### src/design/bif_pkg.sv
package bif_pkg;

  localparam int unsigned ImgDimW   = 9;
  localparam int unsigned CoordW    = 8;
  localparam int unsigned PixAddrW  = 2 * CoordW;
  localparam int unsigned WeightW   = 17;
  localparam int unsigned FracBits  = 16;
  localparam int unsigned WtW       = 18;   // (17b * 17b) >> 16
  localparam int unsigned WsumW     = 26;   // up to 225 neighbours of WtW
  localparam int unsigned CsumW     = 34;   // WsumW + 8
  localparam int unsigned DivW      = 35;
  localparam int unsigned RadW      = 3;
  localparam int unsigned SpDepth   = 225;
  localparam int unsigned SpIdxW    = 8;

  localparam logic [ImgDimW-1:0] MaxDim = 9'd256;
  localparam logic [15:0] LumaB = 16'd7471;
  localparam logic [15:0] LumaG = 16'd38470;
  localparam logic [15:0] LumaR = 16'd19595;

  localparam logic [1:0] OP_RANGE   = 2'd0;
  localparam logic [1:0] OP_SPATIAL = 2'd1;
  localparam logic [1:0] OP_PIXEL   = 2'd2;
  localparam logic [1:0] OP_QUERY   = 2'd3;

  localparam logic [1:0] CFG_IMAGE_WIDTH   = 2'd0;
  localparam logic [1:0] CFG_IMAGE_HEIGHT  = 2'd1;
  localparam logic [1:0] CFG_WINDOW_RADIUS = 2'd2;

  localparam logic [3:0] DivLoad = 4'd8;

  typedef struct packed {
    logic [1:0]         operation;
    logic [7:0]         pos_x;
    logic [7:0]         pos_y;
    logic [7:0]         in_blue;
    logic [7:0]         in_green;
    logic [7:0]         in_red;
    logic [7:0]         table_index;
    logic [WeightW-1:0] table_weight;
  } in_t;

  typedef struct packed {
    logic [7:0] out_blue;
    logic [7:0] out_green;
    logic [7:0] out_red;
    logic       zero_weight;
  } out_t;

  typedef struct packed {
    logic accept;
    logic capture_center;
    logic walk_en;
    logic div_start;
    logic load_out;
  } cmd_t;

  typedef struct packed {
    logic is_query;
    logic in_image;
    logic walk_last;
    logic pipe_empty;
    logic div_done;
  } status_t;

endpackage

### src/design/bif_ctrl.sv
module bif_ctrl (
  input  logic             clk_i,
  input  logic             rst_ni,
  input  logic             in_valid_i,
  output logic             in_stall_o,
  output logic             out_valid_o,
  input  logic             out_stall_i,
  input  bif_pkg::status_t status_i,
  output bif_pkg::cmd_t    cmd_o
);

  typedef enum logic [5:0] {
    S_IDLE   = 6'b000001,
    S_CENTER = 6'b000010,
    S_WALK   = 6'b000100,
    S_DRAIN  = 6'b001000,
    S_DIV    = 6'b010000,
    S_OUT    = 6'b100000
  } state_e;

  state_e state_q, state_d;
  logic   out_valid_q, out_valid_d;
  logic   out_free;

  assign out_free    = !out_valid_q || !out_stall_i;
  assign in_stall_o  = (state_q != S_IDLE);
  assign out_valid_o = out_valid_q;

  always_comb begin
    state_d = state_q;
    cmd_o   = '0;
    cmd_o.accept = in_valid_i && (state_q == S_IDLE);
    case (state_q)
      S_IDLE: begin
        if (in_valid_i && status_i.is_query) begin
          if (status_i.in_image) begin
            state_d = S_CENTER;
          end else begin
            cmd_o.div_start = 1'b1;
            state_d = S_DIV;
          end
        end
      end
      S_CENTER: begin
        cmd_o.capture_center = 1'b1;
        state_d = S_WALK;
      end
      S_WALK: begin
        cmd_o.walk_en = 1'b1;
        if (status_i.walk_last) state_d = S_DRAIN;
      end
      S_DRAIN: begin
        if (status_i.pipe_empty) begin
          cmd_o.div_start = 1'b1;
          state_d = S_DIV;
        end
      end
      S_DIV: begin
        if (status_i.div_done) state_d = S_OUT;
      end
      S_OUT: begin
        if (out_free) begin
          cmd_o.load_out = 1'b1;
          state_d = S_IDLE;
        end
      end
      default: state_d = S_IDLE;
    endcase
  end

  always_comb begin
    out_valid_d = out_valid_q;
    if (cmd_o.load_out) out_valid_d = 1'b1;
    else if (!out_stall_i) out_valid_d = 1'b0;
  end

  always_ff @(posedge clk_i or negedge rst_ni) begin
    if (!rst_ni) begin
      state_q     <= S_IDLE;
      out_valid_q <= 1'b0;
    end else begin
      state_q     <= state_d;
      out_valid_q <= out_valid_d;
    end
  end

endmodule

### config.mk
export PLATFORM = sky130hd
export DESIGN_NAME = bif_ctrl
export DESIGN_NICKNAME = d
export VERILOG_FILES = /design/src/design/bif_pkg.sv /design/src/design/bif_ctrl.sv
export SDC_FILE = /design/constraint.sdc
export NUM_CORES = 1
export LEC_CHECK = 0
export BUFFER_PORTS_ARGS = -buffer_cell sky130_fd_sc_hd__buf_2
export CAP_MARGIN = 20
export CORE_AREA = 2 2 39 41
export DETAILED_ROUTE_END_ITERATION = 10
export DIE_AREA = 0 0 41 43
export PLACE_DENSITY = 0.58
export SLEW_MARGIN = 20
export SYNTH_ARGS = -nofsm -noshare
export SYNTH_HDL_FRONTEND = slang
export SYNTH_SLANG_ARGS = --single-unit
### constraint.sdc
create_clock -name clk_i -period 1.9 [get_ports clk_i]
set_input_delay 0.095 -clock clk_i [delete_from_list [all_inputs] [get_ports clk_i]]
set_output_delay 0.095 -clock clk_i [all_outputs]
set_load 0.02 [all_outputs]
==> qor.csv <==
metric,value,unit
wl_per_cell,12.0,um
crit_fanout,4,
port_buffers,15,
syn-mean-instance-area,9.15,um2
hold_viol,0,
cts_sinks,7,
ys_seq_area_share,40.2,%
gp_congestion,0.736,
die_h,43,um
cts_tree,yes,
grt_max_degree,9,
syn-cell-area,439,um2
tns,0,ns
grt_pass1_wl,1650,um
die-area,1760,um2
yosys_warnings,0,
ys_ff_latch,7,
rsz0062_at_grt,true,
drc,0,
drive_gt1_share,42.1,%
min_period,1.89,ns
pre_cts_slack,0.133,ns
antennaDiodeCount,0,
antenna_found_initial,0,
synth_ff_type,dfrtp_1,
via_per_inst,5.03,
finalCritPeriodShare,99.2,%
core_area,1380,um2
drv_cap,0,
crit_path_start_kind,register,
drv_slew,0,
setup_viol,0,
first_pass_iters,4,
hp-class,in2reg,
finalWirelength,1100,um
finalClockSkew,0.0137,ns
syn_inst,48,
pwr_density_cell,1020,nW/um2
clk_latency,0.26,ns
syn_to_final_growth,48.1,%
die_w,41,um
slew_headroom,74.9,%
ant_nets,0,
nets,86,
htree_levels,1,
tightest_slew,0.373,ns
synth_edf_count,0,
num_vias,463,
finalWorstSetupSlack,0.0148,ns
async_flop_share,100,%
initial_core_util,31.7,%
path_clk_slew,0.06,ns
clockBufferDepth,2,
fmax,530,MHz
cts_made_buffers,3,
root_buffer,clkbuf_4,
yosysUniqueCellTypes,26,
synth_nets,57,
drt_iter0_drc,9,
crit_path_end_kind,primary output,
arrival,1.79,ns
first_global_vias,414,
path_class,reg2out,
ir_drop,361,uV
dp_hpwl,843,um
required,1.80,ns
overflow,0,
pin_count,16,
core.rowCount,14,
status,"finished, final reports clean",
grt.total_usage,15.3,%
p_leak,0.347,nW
## where the power goes
group	internal, mW	switching (mW)
clock	0.0804	0.0601
sequential	0.177	0.0274
combinational	0.176	0.142
## routing by layer
metal / up-vias / share of wire [%] / global-route usage [%]
met1: 220 / 43 / 15.4
met4: 0 / 0 / 10.0
met3: 0 / 3.5 / 7.85
li1: 232 / - / -
met2: 11 / 54 / 23.1
met5: - / 0 / 0
## repair_timing
action	in CTS	in global routing
setup buffers	4	2
hold endpoints to repair	7	0
pin swaps	2	4
hold buffers	1	0
gates resized for setup	2	6
endpoints found under the setup margin	3	5
## synth_stat cells (2+ instances only)
master	n	area, um2
nand2_1	5	18.8
nor2b_1	5	31.3
dfrtp_1	6	150
nor3_1	2	10.0
nor3b_1	3	22.5
nor2_1	3	11.3
o21ai_0	2	10.0
inv_1	4	15.0
## worst max-delay path, cell delays in order (launching register included)
cell	delay, ns
dfrtp_2	0.42
or4_4	0.54
nor3b_4	0.23
a41o_1	0.23
buf_6	0.13
## final timing paths
kind / from / endpoint / slack (ns) / cells after the start
worst max-delay path: state_q[5]$_DFFE_PN0P_ / cmd_o[1] / 0.01 / 4
worst min-delay path: status_i[3] / state_q[1]$_DFFE_PN0P_ / 0.08 / 3
worst max register to register: state_q[5]$_DFFE_PN0P_ / state_q[4]$_DFFE_PN0P_ / 0.14 / 6
worst min register to register: out_valid_o$_DFFE_PN0P_ / out_valid_o$_DFFE_PN0P_ / 0.55 / 2
max in group asynchronous: rst_ni / state_q[0]$_DFFE_PN1P_ / 1.47 / 2
min in group asynchronous: rst_ni / state_q[1]$_DFFE_PN0P_ / 0.20 / 2
## placed cells by master, fill, tap and decap left out, types with 2 or more instances in the layout
cell	n
clkbuf_4	3
o21ai_0	2
nor2b_1	5
nor3_1	2
inv_1	3
buf_6	3
dfrtp_1	5
nor3b_1	3
buf_2	12
nor2_1	3
nand2_1	5
buf_4	9
## registers in the layout (all words and copies together) (netlist names)
register	flops
out_valid_o	1
state_q	6
## cell type report
class | count | area (um2)
Fill cell | 136 | 733
Timing Repair Buffer | 25 | 171
Sequential cell | 7 | 178
Clock buffer | 4 | 26.3
Inverter | 4 | 15.0
Multi-Input combinational cell | 36 | 240
Tap cell | 16 | 20.0
## cells by family (layout without fill, tap and decap cells)
family,Yosys count,count (layout),synth area share (%)
and+or+nand+nor,25,25,36.5
DFF,7,7,40.2
buffers and inverters,5,33,5.13
AOI/OAI and AO/OA,11,11,18.2
## metrics by stage
step	util, %	instances	hold slack, ns	total power [mW]	instance area (um2)
6_report	47.0	92	0.0783	0.663	651
5_1_grt	47.0	92	0.0775	0.716	651
4_1_cts	44.8	90	0.0751	0.632	619
3_5_place_dp	39.7	81	-0.0554	0.461	549
3_3_place_gp	39.7	81	-0.0619	0.462	549
2_1_floorplan	-	48	-0.201	0.374	439
No activity file was read; power rests on OpenSTA's default activity.
